==> src/hdl/alm_pkg.sv <==
`default_nettype none

package alm_pkg;

    localparam int DEF_SAMPLE_WIDTH = 24;
    localparam int DEF_COEF_WIDTH   = 32;

    localparam int MS_GUARD = 10;
    localparam int LV_GUARD = 16;

    localparam int CFG_ADDR_W   = 5;
    localparam int CFG_DATA_W   = 32;
    localparam int HOLD_TIME_W  = 24;
    localparam int CLIP_LEVEL_W = 24;
    localparam int COUNT_W      = 32;

    localparam logic [31:0] RST_SHORT_COEF      = 32'd298244;
    localparam logic [31:0] RST_LONG_COEF       = 32'd29826;
    localparam logic [31:0] RST_PEAK_COEF       = 32'd298244;
    localparam logic [31:0] RST_HOLD_DECAY_COEF = 32'd59652;
    localparam logic [HOLD_TIME_W-1:0]  RST_HOLD_TIME  = 24'd48000;
    localparam logic [CLIP_LEVEL_W-1:0] RST_CLIP_LEVEL = 24'd8388607;

    typedef struct packed {
        logic [31:0]             short_coef;
        logic [31:0]             long_coef;
        logic [31:0]             peak_coef;
        logic [31:0]             hold_decay_coef;
        logic [HOLD_TIME_W-1:0]  hold_time;
        logic [CLIP_LEVEL_W-1:0] clip_level;
    } cfg_t;

    typedef enum logic [2:0] {
        DP_LOAD   = 3'd0,
        DP_SQUARE = 3'd1,
        DP_SELECT = 3'd2,
        DP_MUL    = 3'd3,
        DP_ACC    = 3'd4,
        DP_APPLY  = 3'd5,
        DP_EMIT   = 3'd6
    } dp_op_t;

    typedef enum logic [1:0] {
        UNIT_SHORT = 2'd0,
        UNIT_LONG  = 2'd1,
        UNIT_PEAK  = 2'd2,
        UNIT_HOLD  = 2'd3
    } unit_t;

    typedef struct packed {
        dp_op_t op;
        unit_t  unit;
        logic   go;
    } ctrl_t;

endpackage

`default_nettype wire

==> src/hdl/alm_regs.sv <==
`default_nettype none

module alm_regs (
    input  wire logic                           clk,
    input  wire logic                           rst_n,
    input  wire logic                           psel,
    input  wire logic                           penable,
    input  wire logic                           pwrite,
    input  wire logic [alm_pkg::CFG_ADDR_W-1:0] paddr,
    input  wire logic [alm_pkg::CFG_DATA_W-1:0] pwdata,
    output logic      [alm_pkg::CFG_DATA_W-1:0] prdata,
    output logic                                pready,
    output alm_pkg::cfg_t                       cfg
);
    import alm_pkg::*;

    localparam logic [2:0] REG_SHORT_COEF      = 3'd0;
    localparam logic [2:0] REG_LONG_COEF       = 3'd1;
    localparam logic [2:0] REG_PEAK_COEF       = 3'd2;
    localparam logic [2:0] REG_HOLD_DECAY_COEF = 3'd3;
    localparam logic [2:0] REG_HOLD_TIME       = 3'd4;
    localparam logic [2:0] REG_CLIP_LEVEL      = 3'd5;

    cfg_t       cfg_reg;
    cfg_t       cfg_next;
    logic       wr_en;
    logic [2:0] idx;

    assign pready = 1'b1;
    assign wr_en  = psel && penable && pwrite;
    assign idx    = paddr[CFG_ADDR_W-1:2];
    assign cfg    = cfg_reg;

    always_comb
    begin
        cfg_next = cfg_reg;
        if (wr_en)
        begin
            case (idx)
                REG_SHORT_COEF:      cfg_next.short_coef      = pwdata;
                REG_LONG_COEF:       cfg_next.long_coef       = pwdata;
                REG_PEAK_COEF:       cfg_next.peak_coef       = pwdata;
                REG_HOLD_DECAY_COEF: cfg_next.hold_decay_coef = pwdata;
                REG_HOLD_TIME:       cfg_next.hold_time       = pwdata[HOLD_TIME_W-1:0];
                REG_CLIP_LEVEL:      cfg_next.clip_level      = pwdata[CLIP_LEVEL_W-1:0];
                default:             cfg_next = cfg_reg;
            endcase
        end
    end

    always_comb
    begin
        case (idx)
            REG_SHORT_COEF:      prdata = cfg_reg.short_coef;
            REG_LONG_COEF:       prdata = cfg_reg.long_coef;
            REG_PEAK_COEF:       prdata = cfg_reg.peak_coef;
            REG_HOLD_DECAY_COEF: prdata = cfg_reg.hold_decay_coef;
            REG_HOLD_TIME:       prdata = CFG_DATA_W'(cfg_reg.hold_time);
            REG_CLIP_LEVEL:      prdata = CFG_DATA_W'(cfg_reg.clip_level);
            default:             prdata = '0;
        endcase
    end

    always_ff @(posedge clk or negedge rst_n)
    begin
        if (!rst_n)
        begin
            cfg_reg.short_coef      <= RST_SHORT_COEF;
            cfg_reg.long_coef       <= RST_LONG_COEF;
            cfg_reg.peak_coef       <= RST_PEAK_COEF;
            cfg_reg.hold_decay_coef <= RST_HOLD_DECAY_COEF;
            cfg_reg.hold_time       <= RST_HOLD_TIME;
            cfg_reg.clip_level      <= RST_CLIP_LEVEL;
        end
        else
        begin
            cfg_reg <= cfg_next;
        end
    end

endmodule

`default_nettype wire

==> src/hdl/alm_sequencer.sv <==
`default_nettype none

module alm_sequencer #(
    parameter int NUM_CHUNKS = 2
) (
    input  wire logic clk,
    input  wire logic rst_n,
    input  wire logic sample_valid,
    input  wire logic result_busy,
    output alm_pkg::ctrl_t ctrl
);
    import alm_pkg::*;

    localparam int PC_W  = 5;
    localparam int CNT_W = $clog2(NUM_CHUNKS + 1);

    typedef enum logic [1:0] {
        JC_NONE     = 2'd0,
        JC_NO_INPUT = 2'd1,
        JC_LOOP     = 2'd2,
        JC_OUT_BUSY = 2'd3
    } jcond_t;

    typedef struct packed {
        dp_op_t          op;
        unit_t           unit;
        jcond_t          jc;
        logic [PC_W-1:0] target;
    } uinstr_t;

    localparam logic [PC_W-1:0] ST_WAIT       = 5'd0;
    localparam logic [PC_W-1:0] ST_SQUARE     = 5'd1;
    localparam logic [PC_W-1:0] ST_SHORT_SEL  = 5'd2;
    localparam logic [PC_W-1:0] ST_SHORT_MUL  = 5'd3;
    localparam logic [PC_W-1:0] ST_SHORT_ACC  = 5'd4;
    localparam logic [PC_W-1:0] ST_SHORT_APP  = 5'd5;
    localparam logic [PC_W-1:0] ST_LONG_SEL   = 5'd6;
    localparam logic [PC_W-1:0] ST_LONG_MUL   = 5'd7;
    localparam logic [PC_W-1:0] ST_LONG_ACC   = 5'd8;
    localparam logic [PC_W-1:0] ST_LONG_APP   = 5'd9;
    localparam logic [PC_W-1:0] ST_PEAK_SEL   = 5'd10;
    localparam logic [PC_W-1:0] ST_PEAK_MUL   = 5'd11;
    localparam logic [PC_W-1:0] ST_PEAK_ACC   = 5'd12;
    localparam logic [PC_W-1:0] ST_PEAK_APP   = 5'd13;
    localparam logic [PC_W-1:0] ST_HOLD_SEL   = 5'd14;
    localparam logic [PC_W-1:0] ST_HOLD_MUL   = 5'd15;
    localparam logic [PC_W-1:0] ST_HOLD_ACC   = 5'd16;
    localparam logic [PC_W-1:0] ST_HOLD_APP   = 5'd17;
    localparam logic [PC_W-1:0] ST_EMIT       = 5'd18;

    function automatic uinstr_t rom(input logic [PC_W-1:0] addr);
        uinstr_t w;
        case (addr)
            ST_WAIT:      w = '{DP_LOAD,   UNIT_SHORT, JC_NO_INPUT, ST_WAIT};
            ST_SQUARE:    w = '{DP_SQUARE, UNIT_SHORT, JC_NONE,     ST_WAIT};
            ST_SHORT_SEL: w = '{DP_SELECT, UNIT_SHORT, JC_NONE,     ST_WAIT};
            ST_SHORT_MUL: w = '{DP_MUL,    UNIT_SHORT, JC_NONE,     ST_WAIT};
            ST_SHORT_ACC: w = '{DP_ACC,    UNIT_SHORT, JC_LOOP,     ST_SHORT_MUL};
            ST_SHORT_APP: w = '{DP_APPLY,  UNIT_SHORT, JC_NONE,     ST_WAIT};
            ST_LONG_SEL:  w = '{DP_SELECT, UNIT_LONG,  JC_NONE,     ST_WAIT};
            ST_LONG_MUL:  w = '{DP_MUL,    UNIT_LONG,  JC_NONE,     ST_WAIT};
            ST_LONG_ACC:  w = '{DP_ACC,    UNIT_LONG,  JC_LOOP,     ST_LONG_MUL};
            ST_LONG_APP:  w = '{DP_APPLY,  UNIT_LONG,  JC_NONE,     ST_WAIT};
            ST_PEAK_SEL:  w = '{DP_SELECT, UNIT_PEAK,  JC_NONE,     ST_WAIT};
            ST_PEAK_MUL:  w = '{DP_MUL,    UNIT_PEAK,  JC_NONE,     ST_WAIT};
            ST_PEAK_ACC:  w = '{DP_ACC,    UNIT_PEAK,  JC_LOOP,     ST_PEAK_MUL};
            ST_PEAK_APP:  w = '{DP_APPLY,  UNIT_PEAK,  JC_NONE,     ST_WAIT};
            ST_HOLD_SEL:  w = '{DP_SELECT, UNIT_HOLD,  JC_NONE,     ST_WAIT};
            ST_HOLD_MUL:  w = '{DP_MUL,    UNIT_HOLD,  JC_NONE,     ST_WAIT};
            ST_HOLD_ACC:  w = '{DP_ACC,    UNIT_HOLD,  JC_LOOP,     ST_HOLD_MUL};
            ST_HOLD_APP:  w = '{DP_APPLY,  UNIT_HOLD,  JC_NONE,     ST_WAIT};
            ST_EMIT:      w = '{DP_EMIT,   UNIT_SHORT, JC_OUT_BUSY, ST_EMIT};
            default:      w = '{DP_LOAD,   UNIT_SHORT, JC_NO_INPUT, ST_WAIT};
        endcase
        return w;
    endfunction

    logic [PC_W-1:0]  pc_reg;
    logic [PC_W-1:0]  pc_next;
    logic [CNT_W-1:0] cnt_reg;
    logic [CNT_W-1:0] cnt_next;
    uinstr_t          cur;
    logic             taken;

    assign cur = rom(pc_reg);

    always_comb
    begin
        ctrl.op   = cur.op;
        ctrl.unit = cur.unit;
        case (cur.op)
            DP_LOAD: ctrl.go = sample_valid;
            DP_EMIT: ctrl.go = !result_busy;
            default: ctrl.go = 1'b1;
        endcase
    end

    always_comb
    begin
        case (cur.jc)
            JC_NO_INPUT: taken = !sample_valid;
            JC_LOOP:     taken = (cnt_reg != CNT_W'(1));
            JC_OUT_BUSY: taken = result_busy;
            default:     taken = 1'b0;
        endcase
        if (taken)
            pc_next = cur.target;
        else if (pc_reg == ST_EMIT)
            pc_next = ST_WAIT;
        else
            pc_next = pc_reg + PC_W'(1);
    end

    always_comb
    begin
        case (cur.op)
            DP_SELECT: cnt_next = CNT_W'(NUM_CHUNKS);
            DP_ACC:    cnt_next = cnt_reg - CNT_W'(1);
            default:   cnt_next = cnt_reg;
        endcase
    end

    always_ff @(posedge clk or negedge rst_n)
    begin
        if (!rst_n)
        begin
            pc_reg  <= ST_WAIT;
            cnt_reg <= '0;
        end
        else
        begin
            pc_reg  <= pc_next;
            cnt_reg <= cnt_next;
        end
    end

    a_loop_exit: assert property (@(posedge clk) disable iff (!rst_n)
        (cur.op == DP_ACC && cnt_reg == CNT_W'(1)) |=> (cur.op == DP_APPLY))
        else $error("chunk loop did not exit to apply step");

    a_loop_load: assert property (@(posedge clk) disable iff (!rst_n)
        (cur.op == DP_SELECT) |=> (cnt_reg == CNT_W'(NUM_CHUNKS) && cur.op == DP_MUL))
        else $error("chunk counter not loaded on select");

    a_emit_wait: assert property (@(posedge clk) disable iff (!rst_n)
        (cur.op == DP_EMIT && result_busy) |=> (cur.op == DP_EMIT))
        else $error("emit step left while result word waits");

endmodule

`default_nettype wire

==> src/hdl/alm_datapath.sv <==
`default_nettype none

module alm_datapath #(
    parameter int SAMPLE_WIDTH = alm_pkg::DEF_SAMPLE_WIDTH,
    parameter int COEF_WIDTH   = alm_pkg::DEF_COEF_WIDTH
) (
    input  wire logic                                clk,
    input  wire logic                                rst_n,
    input  wire logic signed [SAMPLE_WIDTH-1:0]      sample,
    input  wire alm_pkg::cfg_t                       cfg,
    input  wire alm_pkg::ctrl_t                      ctrl,
    input  wire logic                                result_ready,
    output logic                                     result_busy,
    output logic                                     result_valid,
    output logic [2*(SAMPLE_WIDTH-1)-1:0]            short_mean_square,
    output logic [2*(SAMPLE_WIDTH-1)-1:0]            long_mean_square,
    output logic [SAMPLE_WIDTH-1:0]                  peak_level,
    output logic [SAMPLE_WIDTH-1:0]                  hold_level,
    output logic [alm_pkg::COUNT_W-1:0]              clip_count,
    output logic [alm_pkg::COUNT_W-1:0]              sample_count
);
    import alm_pkg::*;

    localparam int SW    = SAMPLE_WIDTH;
    localparam int CW    = COEF_WIDTH;
    localparam int MS_W  = 2 * (SW - 1);
    localparam int AVG_W = MS_W + MS_GUARD;
    localparam int LVL_W = SW + LV_GUARD;
    localparam int NCH   = (AVG_W + CW - 1) / CW;
    localparam int D_W   = NCH * CW;
    localparam int ACC_W = D_W + CW;
    localparam int MUL_W = (SW > CW) ? SW : CW;
    localparam int CMP_W = (SW > CLIP_LEVEL_W) ? SW : CLIP_LEVEL_W;

    logic [AVG_W-1:0]       short_avg_reg;
    logic [AVG_W-1:0]       long_avg_reg;
    logic [LVL_W-1:0]       peak_reg;
    logic [LVL_W-1:0]       hold_reg;
    logic [HOLD_TIME_W-1:0] hold_counter_reg;
    logic [COUNT_W-1:0]     clipped_reg;
    logic [COUNT_W-1:0]     seen_reg;
    logic                   out_valid_reg;

    logic [SW-1:0]          mag_reg;
    logic [AVG_W-1:0]       sq_reg;
    logic                   hold_dec_reg;
    logic                   dir_reg;
    logic [D_W-1:0]         diff_reg;
    logic [2*CW-1:0]        prod_reg;
    logic [ACC_W-1:0]       acc_reg;

    logic [MS_W-1:0]        short_ms_reg;
    logic [MS_W-1:0]        long_ms_reg;
    logic [SW-1:0]          peak_out_reg;
    logic [SW-1:0]          hold_out_reg;
    logic [COUNT_W-1:0]     clip_out_reg;
    logic [COUNT_W-1:0]     seen_out_reg;

    logic [SW-1:0]          mag_in;
    logic [LVL_W-1:0]       lvl_in;
    logic [LVL_W-1:0]       lvl_cur;
    logic [AVG_W-1:0]       x_sel;
    logic [AVG_W-1:0]       t_sel;
    logic [AVG_W:0]         up;
    logic [AVG_W-1:0]       dn;
    logic [CW-1:0]          coef_sel;
    logic [MUL_W-1:0]       mul_a;
    logic [MUL_W-1:0]       mul_b;
    logic [2*MUL_W-1:0]     product;
    logic [AVG_W-1:0]       step;
    logic [AVG_W-1:0]       x_new;
    logic                   load_go;
    logic                   emit_go;
    logic                   apply_go;

    assign mag_in   = sample[SW-1] ? (~sample + SW'(1)) : sample;
    assign lvl_in   = LVL_W'(mag_in) << LV_GUARD;
    assign lvl_cur  = LVL_W'(mag_reg) << LV_GUARD;
    assign load_go  = (ctrl.op == DP_LOAD) && ctrl.go;
    assign emit_go  = (ctrl.op == DP_EMIT) && ctrl.go;
    assign apply_go = (ctrl.op == DP_APPLY);
    assign result_busy = out_valid_reg && !result_ready;

    always_comb
    begin
        case (ctrl.unit)
            UNIT_SHORT:
            begin
                x_sel    = short_avg_reg;
                t_sel    = sq_reg;
                coef_sel = cfg.short_coef[31 -: CW];
            end
            UNIT_LONG:
            begin
                x_sel    = long_avg_reg;
                t_sel    = sq_reg;
                coef_sel = cfg.long_coef[31 -: CW];
            end
            UNIT_PEAK:
            begin
                x_sel    = AVG_W'(peak_reg);
                t_sel    = AVG_W'(lvl_cur);
                coef_sel = cfg.peak_coef[31 -: CW];
            end
            default:
            begin
                x_sel    = AVG_W'(hold_reg);
                t_sel    = '0;
                coef_sel = cfg.hold_decay_coef[31 -: CW];
            end
        endcase
    end

    assign up = {1'b0, t_sel} - {1'b0, x_sel};
    assign dn = x_sel - t_sel;

    // one shared multiplier: squaring or chunk times coefficient
    always_comb
    begin
        if (ctrl.op == DP_SQUARE)
        begin
            mul_a = MUL_W'(mag_reg);
            mul_b = MUL_W'(mag_reg);
        end
        else
        begin
            mul_a = MUL_W'(diff_reg[D_W-1 -: CW]);
            mul_b = MUL_W'(coef_sel);
        end
    end

    assign product = mul_a * mul_b;
    assign step    = acc_reg[CW +: AVG_W];
    assign x_new   = dir_reg ? (x_sel + step) : (x_sel - step);

    always_ff @(posedge clk or negedge rst_n)
    begin
        if (!rst_n)
        begin
            short_avg_reg    <= '0;
            long_avg_reg     <= '0;
            peak_reg         <= '0;
            hold_reg         <= '0;
            hold_counter_reg <= '0;
            clipped_reg      <= '0;
            seen_reg         <= '0;
            out_valid_reg    <= 1'b0;
        end
        else
        begin
            if (load_go)
            begin
                if (seen_reg != '1)
                    seen_reg <= seen_reg + COUNT_W'(1);
                if (CMP_W'(mag_in) >= CMP_W'(cfg.clip_level) && clipped_reg != '1)
                    clipped_reg <= clipped_reg + COUNT_W'(1);
                if (hold_reg < lvl_in)
                begin
                    hold_reg         <= lvl_in;
                    hold_counter_reg <= cfg.hold_time;
                end
                else if (hold_counter_reg != '0)
                    hold_counter_reg <= hold_counter_reg - HOLD_TIME_W'(1);
                if (!(peak_reg > lvl_in))
                    peak_reg <= lvl_in;
            end
            if (apply_go)
            begin
                case (ctrl.unit)
                    UNIT_SHORT: short_avg_reg <= x_new;
                    UNIT_LONG:  long_avg_reg  <= x_new;
                    UNIT_PEAK:  peak_reg      <= x_new[LVL_W-1:0];
                    default:
                    begin
                        if (hold_dec_reg)
                            hold_reg <= x_new[LVL_W-1:0];
                    end
                endcase
            end
            if (emit_go)
                out_valid_reg <= 1'b1;
            else if (out_valid_reg && result_ready)
                out_valid_reg <= 1'b0;
        end
    end

    always_ff @(posedge clk)
    begin
        case (ctrl.op)
            DP_LOAD:
            begin
                if (ctrl.go)
                begin
                    mag_reg      <= mag_in;
                    hold_dec_reg <= !(hold_reg < lvl_in) && (hold_counter_reg == '0);
                end
            end
            DP_SQUARE:
            begin
                // full-scale magnitude squares past the top code
                if (mag_reg[SW-1])
                    sq_reg <= AVG_W'({MS_W{1'b1}}) << MS_GUARD;
                else
                    sq_reg <= AVG_W'(product[MS_W-1:0]) << MS_GUARD;
            end
            DP_SELECT:
            begin
                dir_reg  <= !up[AVG_W];
                diff_reg <= up[AVG_W] ? D_W'(dn) : D_W'(up[AVG_W-1:0]);
                acc_reg  <= '0;
            end
            DP_MUL:
            begin
                prod_reg <= product[2*CW-1:0];
                diff_reg <= diff_reg << CW;
            end
            DP_ACC:
            begin
                acc_reg <= (acc_reg << CW) + ACC_W'(prod_reg);
            end
            DP_EMIT:
            begin
                if (ctrl.go)
                begin
                    short_ms_reg <= short_avg_reg[MS_GUARD +: MS_W];
                    long_ms_reg  <= long_avg_reg[MS_GUARD +: MS_W];
                    peak_out_reg <= peak_reg[LV_GUARD +: SW];
                    hold_out_reg <= hold_reg[LV_GUARD +: SW];
                    clip_out_reg <= clipped_reg;
                    seen_out_reg <= seen_reg;
                end
            end
            default:
            begin
                acc_reg <= acc_reg;
            end
        endcase
    end

    assign result_valid      = out_valid_reg;
    assign short_mean_square = short_ms_reg;
    assign long_mean_square  = long_ms_reg;
    assign peak_level        = peak_out_reg;
    assign hold_level        = hold_out_reg;
    assign clip_count        = clip_out_reg;
    assign sample_count      = seen_out_reg;

    a_seen_moves: assert property (@(posedge clk) disable iff (!rst_n)
        load_go |=> (seen_reg != '0))
        else $error("sample counter did not advance");

    a_hold_decay: assert property (@(posedge clk) disable iff (!rst_n)
        (apply_go && ctrl.unit == UNIT_HOLD) |=> (hold_reg <= $past(hold_reg)))
        else $error("hold decay raised the hold value");

    a_peak_floor: assert property (@(posedge clk) disable iff (!rst_n)
        (apply_go && ctrl.unit == UNIT_PEAK) |=> (peak_reg >= lvl_cur))
        else $error("peak decayed past the magnitude");

endmodule

`default_nettype wire

==> src/hdl/audio_level_meter_top.sv <==
// each sample word: load, square, per smoother select, N multiply and accumulate chunks, apply, emit
// no new sample word is taken until the emit step, N = ceil((2*SAMPLE_WIDTH + 8) / COEF_WIDTH)
// the four smoothers share one multiplier, N chunks per smoother
// a waiting result word holds the emit step and so blocks the next sample word
// rst_n is asynchronous active low: levels, counters and sequencer clear, registers take defaults
`default_nettype none

module audio_level_meter_top #(
    parameter int SAMPLE_WIDTH = alm_pkg::DEF_SAMPLE_WIDTH,
    parameter int COEF_WIDTH   = alm_pkg::DEF_COEF_WIDTH
) (
    input  wire logic                              clk,
    input  wire logic                              rst_n,
    input  wire logic                              psel,
    input  wire logic                              penable,
    input  wire logic                              pwrite,
    input  wire logic [alm_pkg::CFG_ADDR_W-1:0]    paddr,
    input  wire logic [alm_pkg::CFG_DATA_W-1:0]    pwdata,
    output logic      [alm_pkg::CFG_DATA_W-1:0]    prdata,
    output logic                                   pready,
    input  wire logic                              sample_valid,
    output logic                                   sample_ready,
    input  wire logic signed [SAMPLE_WIDTH-1:0]    sample,
    output logic                                   result_valid,
    input  wire logic                              result_ready,
    output logic [2*(SAMPLE_WIDTH-1)-1:0]          short_mean_square,
    output logic [2*(SAMPLE_WIDTH-1)-1:0]          long_mean_square,
    output logic [SAMPLE_WIDTH-1:0]                peak_level,
    output logic [SAMPLE_WIDTH-1:0]                hold_level,
    output logic [alm_pkg::COUNT_W-1:0]            clip_count,
    output logic [alm_pkg::COUNT_W-1:0]            sample_count
);
    import alm_pkg::*;

    localparam int AVG_W = 2 * (SAMPLE_WIDTH - 1) + MS_GUARD;
    localparam int NCH   = (AVG_W + COEF_WIDTH - 1) / COEF_WIDTH;

    cfg_t  cfg;
    ctrl_t ctrl;
    logic  result_busy;

    assign sample_ready = (ctrl.op == DP_LOAD);

    alm_regs u_regs (
        .clk     (clk),
        .rst_n   (rst_n),
        .psel    (psel),
        .penable (penable),
        .pwrite  (pwrite),
        .paddr   (paddr),
        .pwdata  (pwdata),
        .prdata  (prdata),
        .pready  (pready),
        .cfg     (cfg)
    );

    alm_sequencer #(
        .NUM_CHUNKS (NCH)
    ) u_seq (
        .clk          (clk),
        .rst_n        (rst_n),
        .sample_valid (sample_valid),
        .result_busy  (result_busy),
        .ctrl         (ctrl)
    );

    alm_datapath #(
        .SAMPLE_WIDTH (SAMPLE_WIDTH),
        .COEF_WIDTH   (COEF_WIDTH)
    ) u_dp (
        .clk               (clk),
        .rst_n             (rst_n),
        .sample            (sample),
        .cfg               (cfg),
        .ctrl              (ctrl),
        .result_ready      (result_ready),
        .result_busy       (result_busy),
        .result_valid      (result_valid),
        .short_mean_square (short_mean_square),
        .long_mean_square  (long_mean_square),
        .peak_level        (peak_level),
        .hold_level        (hold_level),
        .clip_count        (clip_count),
        .sample_count      (sample_count)
    );

endmodule

`default_nettype wire
==> config.mk <==
export PLATFORM = sky130hd
export DESIGN_NAME = audio_level_meter_top
export DESIGN_NICKNAME = d
export VERILOG_FILES = /design/src/hdl/alm_pkg.sv /design/src/hdl/alm_regs.sv /design/src/hdl/alm_sequencer.sv /design/src/hdl/alm_datapath.sv /design/src/hdl/audio_level_meter_top.sv
export SDC_FILE = /design/constraint.sdc
export NUM_CORES = 2
export LEC_CHECK = 0
export ABC_AREA = 1
export BUFFER_PORTS_ARGS = -buffer_cell sky130_fd_sc_hd__buf_2
export CAP_MARGIN = 20
export CORE_MARGIN = 5
export CORE_UTILIZATION = 60
export DETAILED_ROUTE_END_ITERATION = 10
export PLACE_DENSITY = 0.84
export SLEW_MARGIN = 20
export SYNTH_ARGS = -nofsm -noshare
export SYNTH_HDL_FRONTEND = slang
export SYNTH_SLANG_ARGS = --single-unit
==> constraint.sdc <==
create_clock -name clk -period 19.75 [get_ports clk]
set_input_delay 3.95 -clock clk [delete_from_list [all_inputs] [get_ports clk]]
set_output_delay 3.95 -clock clk [all_outputs]
set_load 0.05 [all_outputs]
# --- Yosys cells after proc, flatten, opt, wreduce, memory -nomap -nowiden ---
# Memories as Yosys holds them, arrays and structs flattened.
# Cells that the tools add are included.
totals:
  in_bits: 68
  wordCells: 133
  romBits: 384
  n_memories: 1
  out_inout_bits: 239
  register_bits: 966
op_classes:
  reduce_logical: 37
  n_bitwise: 1
  eq_ne: 20
  n_mux: 29
  multipliers: 1
  n_addsub: 11
  magnitude_cmp: 3
mem_list:
  columns: ["memory", "depth", "width", "read_ports", "rd_ports_with_merged_regs", "wr", "line", "rtl"]
  rows:
  - ["(name not given)", 32, 12, 1, 0, 0, "alm_sequencer.sv:53", "case (addr)"]
ops:
  columns: ["operator", "n"]
  rows:
  - ["$mux W40", 9]
  - ["$pmux W32 S6", 1]
  - ["$pmux W88 S2", 1]
  - ["$pmux W56 S3", 1]
  - ["$pmux W64 S2", 1]
  - ["$mux W56", 2]
  - ["$pmux W56 S2", 1]
  - ["$sub A56 B56 Y56", 2]
  - ["$pmux W32 S3", 1]
  - ["$add A88 B64 Y88", 1]
  - ["$mux W24", 3]
  - ["$add A32 B1 Y32 const B", 2]
  - ["$mul A32 B32 Y64", 1]
  - ["$mux W32", 2]
  - ["$ne A32 B32 Y1 const B", 2]
  - ["$sub A56 B56 Y57", 1]
  - ["$add A56 B56 Y56", 1]
  - ["$gt A40 B40 Y1", 1]
  - ["$lt A40 B40 Y1", 1]
  - ["$reduce_and A2 Y1", 13]
  - ["$add A24 B2 Y24 const B", 1]
  - ["$ge A24 B24 Y1", 1]
  - ["$logic_not A24 Y1", 1]
  - ["$not A24 Y24", 1]
  - ["other kinds (23)", 51]

# --- Longest topological paths before layout ---
logic_depth:
  word_depth: 9
  mapped_depth: 44
  mapped_depth_nobuf: 41

# --- Cells and area by module ---
# From an unflattened synthesis, not the netlist that was laid out.
hier_totals:
  cells_unflattened: 11653
  area_unflattened_um2: 92050.8
by_module_without_submodules:
  columns: ["module", "area_per_inst_um2", "cells_each", "instances", "seq_area_each_um2"]
  rows:
  - ["alm_datapath", 82280.2, 10405, 1, 21805.9]
  - ["alm_regs", 8843.5, 1117, 1, 4471.8]
  - ["alm_sequencer", 909.6, 127, 1, 175.2]
  - ["audio_level_meter_top", 17.5, 4, 1, 0.0]

# --- Worst setup path before layout ---
# OpenSTA, ideal clock, no wires.
synth_timing:
  kind: "in2reg"
  start: "in result_ready"
  end: "reg u_dp.clip_out_reg[0] (netlist: u_dp.clip_count[0]), enable pin"
  slack_ps: 6554
  n_path_buf: 0
  setup_time_ps: 772
  required_time_ps: 18978
  arrival_ps: 12424
  cell_stages: 2
  cell_sequence: "nor2_1 nor2_1"
synth_between:
  elab_chain_len: 5
synth_lines:
  columns: ["element", "line", "rtl"]
  rows:
  - ["start: declaration", "audio_level_meter_top.sv:25", "input wire logic result_ready,"]
  - ["$logic_not A1 Y1", "alm_datapath.sv:82", "assign result_busy = out_valid_reg && !result_ready;"]
  - ["$logic_and A1 B1 Y1", "alm_datapath.sv:82", null]
  - ["$logic_not A1 Y1", "alm_sequencer.sv:93", "DP_EMIT: ctrl.go = !result_busy;"]
  - ["$pmux W1 S2", "alm_sequencer.sv:91", "case (cur.op)"]
  - ["$reduce_and A2 Y1 (no line)", null, null]
  - ["end signal: assignment", "alm_datapath.sv:229", "clip_out_reg <= clipped_reg;"]
  - ["end: declaration", "alm_datapath.sv:56", "logic [COUNT_W-1:0] clip_out_reg;"]
# No other way between the ends.
# A chain may end at the register's enable or synchronous reset.

# --- Worst setup path after layout ---
layout_timing:
  start: "reg u_seq.pc_reg[2]"
  end: "reg u_dp.prod_reg[61] (data pin)"
layout_between:
  elab_chain_len: 5
  elab_cells_between_ends: 9
  cone_classes: "1 x mul; 3 x eq/ne; 3 x mux; 1 x reduce/logical; 1 x memory"
layout_lines:
  columns: ["element", "line", "rtl"]
  rows:
  - ["start: declaration", "alm_sequencer.sv:78", "logic [PC_W-1:0] pc_reg;"]
  - ["start signal: assignment", "alm_sequencer.sv:132", "pc_reg <= pc_next;"]
  - ["$mem_v2 Z32 W12 *", null, null]
  - ["$eq A2 B2 Y1 (tied with other cells)", "alm_datapath.sv:86", "case (ctrl.unit)"]
  - ["$pmux W32 S3", "alm_datapath.sv:86", null]
  - ["$mux W32", "alm_datapath.sv:120", "if (ctrl.op == DP_SQUARE)"]
  - ["$mul A32 B32 Y64 *", "alm_datapath.sv:132", "assign product = mul_a * mul_b;"]
  - ["net u_dp.product[61]", "alm_datapath.sv:69", "logic [2*MUL_W-1:0] product;"]
  - ["end signal: assignment", "alm_datapath.sv:214", "prod_reg <= product[2*CW-1:0];"]
  - ["end: declaration", "alm_datapath.sv:49", "logic [2*CW-1:0] prod_reg;"]
# Mark *: on every way through the listed nets, which the timed path passes. The rest lies on a longest branch.

==> impl_metrics.toml <==
[synthesis]
synth.top_cells.by_area = "fa_1 20%, edfxtp_1 17%, dfrtp_1 12%"
ys_warn_count = 0
synth_commonest_cells = "1980 x inv_1, 1948 x nand2_1, 1269 x nor2_1"
synthSimpleGateAreaFrac_pct = 18.0
synth_compound_area_share_pct = 11.3
synthXorXnorAreaFrac_pct = 2.70
synthMuxAreaShare_pct = 0
synth_edf_count = 492
yosysUniqueCellTypes = 69
ys_seq_area_share_pct = 29.9
synth_top_family_by_area = "adder cells"
yosys.cell_count.top_type = "inv_1"
syn_area_per_cell_sq_um = 8.28
synth_top_area_share_pct = 20.3
ys.flop_type = "edfxtp_1"
synth_area_sq_mm = 0.0885
async_reset_ff_share_pct = 48.5
syn_nets = 12181
yosys.area.top_type = "fa_1"
post_synth_fa_ha_maj_area_fraction_pct = 27.8
netlist_instances = 10686
synth_seq_cells = 956

[floorplan]
die_h_um = 394
die_w_um = 394
core-area_sq_mm = 0.147
start_util_pct = 60.2
num_io_pins = 307
die-area_sq_mm = 0.155
rows = 141

[cells_and_area]
fin_util_pct = 65.0
num-nets-final = 12345
layout-drive-gt1-share_pct = 7.65
postLayoutCellArea_sq_mm = 0.0956
stdcell_count = 12869
largest_reg_flops = 176
syn2layout_area_growth_pct = 8.05

[clocking]
cts_tree = "done"
postCtsSetupRepairBufs = 0
cts.sinks = 956
clk_latency_ns = 0.79
path_clk_slew_ns = 0.07
clockBufferDepth = 3
cts.repair.resized = 0
cts_root_buf = "clkbuf_16"
cts_max_level = 3
cts_made_buffers = 98
cts_hold_buf = 0

[sta]
skew_ns = 0.109
finalCriticalPeriod_ns = 12.38
slew_violations = 0
rsz0062_at_grt = "false"
hold_violations = 0
finalCritPeriodShare_pct = 62.7
tightest_slew_ns = 1.29
finalSetupViolations = 0
relSlewSlack_pct = 14.3
fmax_mhz = 80.8
setup_tns_ns = 0

[setup_path]
cpPeakStageDelay_ns = 0.63
worstSetupEndpointType = "flip-flop"
start_kind = "flip-flop"
crit_top_cell = "fa_1"
cp_max_fo = 36
arrival_ns = 12.86
crit_slowest_cell = "inv_1"
required_ns = 20.23
critPathKind = "reg2reg"

[placement]
portBuffers = 303
dp.cells = 12678
place_area_sq_mm = 0.0921
dpl.hpwl_mm = 260
gp_congestion = 1.09

[drt]
vias_per_cell = 6.17
wl_mm = 336
vias = 79344
dr.pass1.iters = 9
postRouteAntennaNets = 0
avgRoutedWirePerCell_um = 26.1
drc = 0
drt_iter0_markers = 10145

[run]
drv_cap = 0

[hold_path]
hold_class = "reg2reg"

[global_route]
grt_max_degree = 120
antenna_found_initial = 7
grt_overflow = 0
grt_pass1_wl_mm = 495
grt_pass1_vias = 79770
grt_usage_pct = 42.6

[outcome]
status = "finished, final reports clean"
[cell usage in the layout (no fill, tap or decap), types with 26 or more instances in the layout]
cell       Yosys  routed
o21ai_0      723     701
o21a_1        40      40
o211ai_1      76      76
a22oi_1       31      31
nor2_1      1269    1257
xor2_1       213     213
o21bai_1      32      32
o22ai_1       82      79
a221oi_1      26      26
a21oi_1      479     477
a21boi_0      26      26
clkbuf_16      0     100
dfstp_2       54      54
buf_2         66     302
nand4_1       75      75
edfxtp_1     492     492
xnor2_1       60      60
dfrtp_1      410     410
nor3_1        99      96
nor4_1        46      46
nand3_1      334     334
nand2_1     1948    1942
a31oi_1       82      82
a21o_1        39      39
ha_1         528     528
fa_1         899     899
or2_2         48      48
inv_1       1980    1979
o21ai_1       30      26
buf_4          5     128
[cell type report]
cell class                 instances  area (sq um)
antenna                            4          10.0
clock inverter                    69           825
fill                           12163         51500
sequential                       956         26500
clock buffer                     116          2620
inverter                        2008          7550
multi-input combinational       7351         53200
tap                             1930          2410
timing repair buffer             435          2540
[cell families (layout without fill, tap and decap cells)]
kind of cell | after synthesis | in the layout
AND/OR/NAND/NOR | 3902 | 3902
buffers and inverters | 2379 | 2628
AO/OA/AOI/OAI | 1748 | 1748
adder cells (fa/ha/maj) | 1427 | 1427
flip-flops | 956 | 956
XOR/XNOR | 273 | 273
other | 1 | 5
[through the flow]
step	hold WS, ns	setup WS, ns
after floorplan	0.425	6.55
after global placement	0.431	7.92
after detailed placement	0.431	7.95
after CTS	0.441	7.87
after global routing	0.456	7.14
final	0.446	7.37
[critical path, delay by kind of cell (launching register included)]
kind | cells | cell delay (ns)
flops | 1 | 0.51
simple gates | 8 | 2.94
buf+inv | 7 | 1.93
xor+xnor | 1 | 0.43
fa+ha+maj | 10 | 4.75
compound gates | 7 | 1.45
[per-layer routing]
| metal | vias to the layer above | GRT usage (%) | wire, um |
|---|---|---|---|
| li1 | 34223 | - | - |
| met1 | 38151 | 50.9 | 114000 |
| met2 | 5429 | 65.3 | 146000 |
| met3 | 1539 | 11.6 | 40100 |
| met4 | 2 | 34.0 | 34900 |
| met5 | - | 0 | 13 |
[path summary, 6_finish.rpt]
| check | startpoint | to | slack [ns] | depth (start not counted) |
|---|---|---|---|---|
| setup / recovery | u_seq.pc_reg[2]$_DFF_PN0_ | u_dp.prod_reg[61]$_DFFE_PP_ | 7.37 | 33 |
| hold / removal | u_dp.short_avg_reg[47]$_DFFE_PN0P_ | u_dp.short_mean_square[37]$_DFFE_PP_ | 0.45 | 0 |
| setup reg to reg | u_seq.pc_reg[2]$_DFF_PN0_ | u_dp.prod_reg[61]$_DFFE_PP_ | 7.37 | 33 |
| hold reg to reg | u_dp.short_avg_reg[47]$_DFFE_PN0P_ | u_dp.short_mean_square[37]$_DFFE_PP_ | 0.45 | 0 |
| max in group asynchronous | rst_n | u_dp.seen_reg[23]$_DFFE_PN0P_ | 12.68 | 5 |
| min in group asynchronous | rst_n | u_regs.cfg[161]$_DFFE_PN0P_ | 3.19 | 1 |
Power is not shown: default switching activity piles up to over one toggle a cycle in this logic, so the estimate is an artifact.
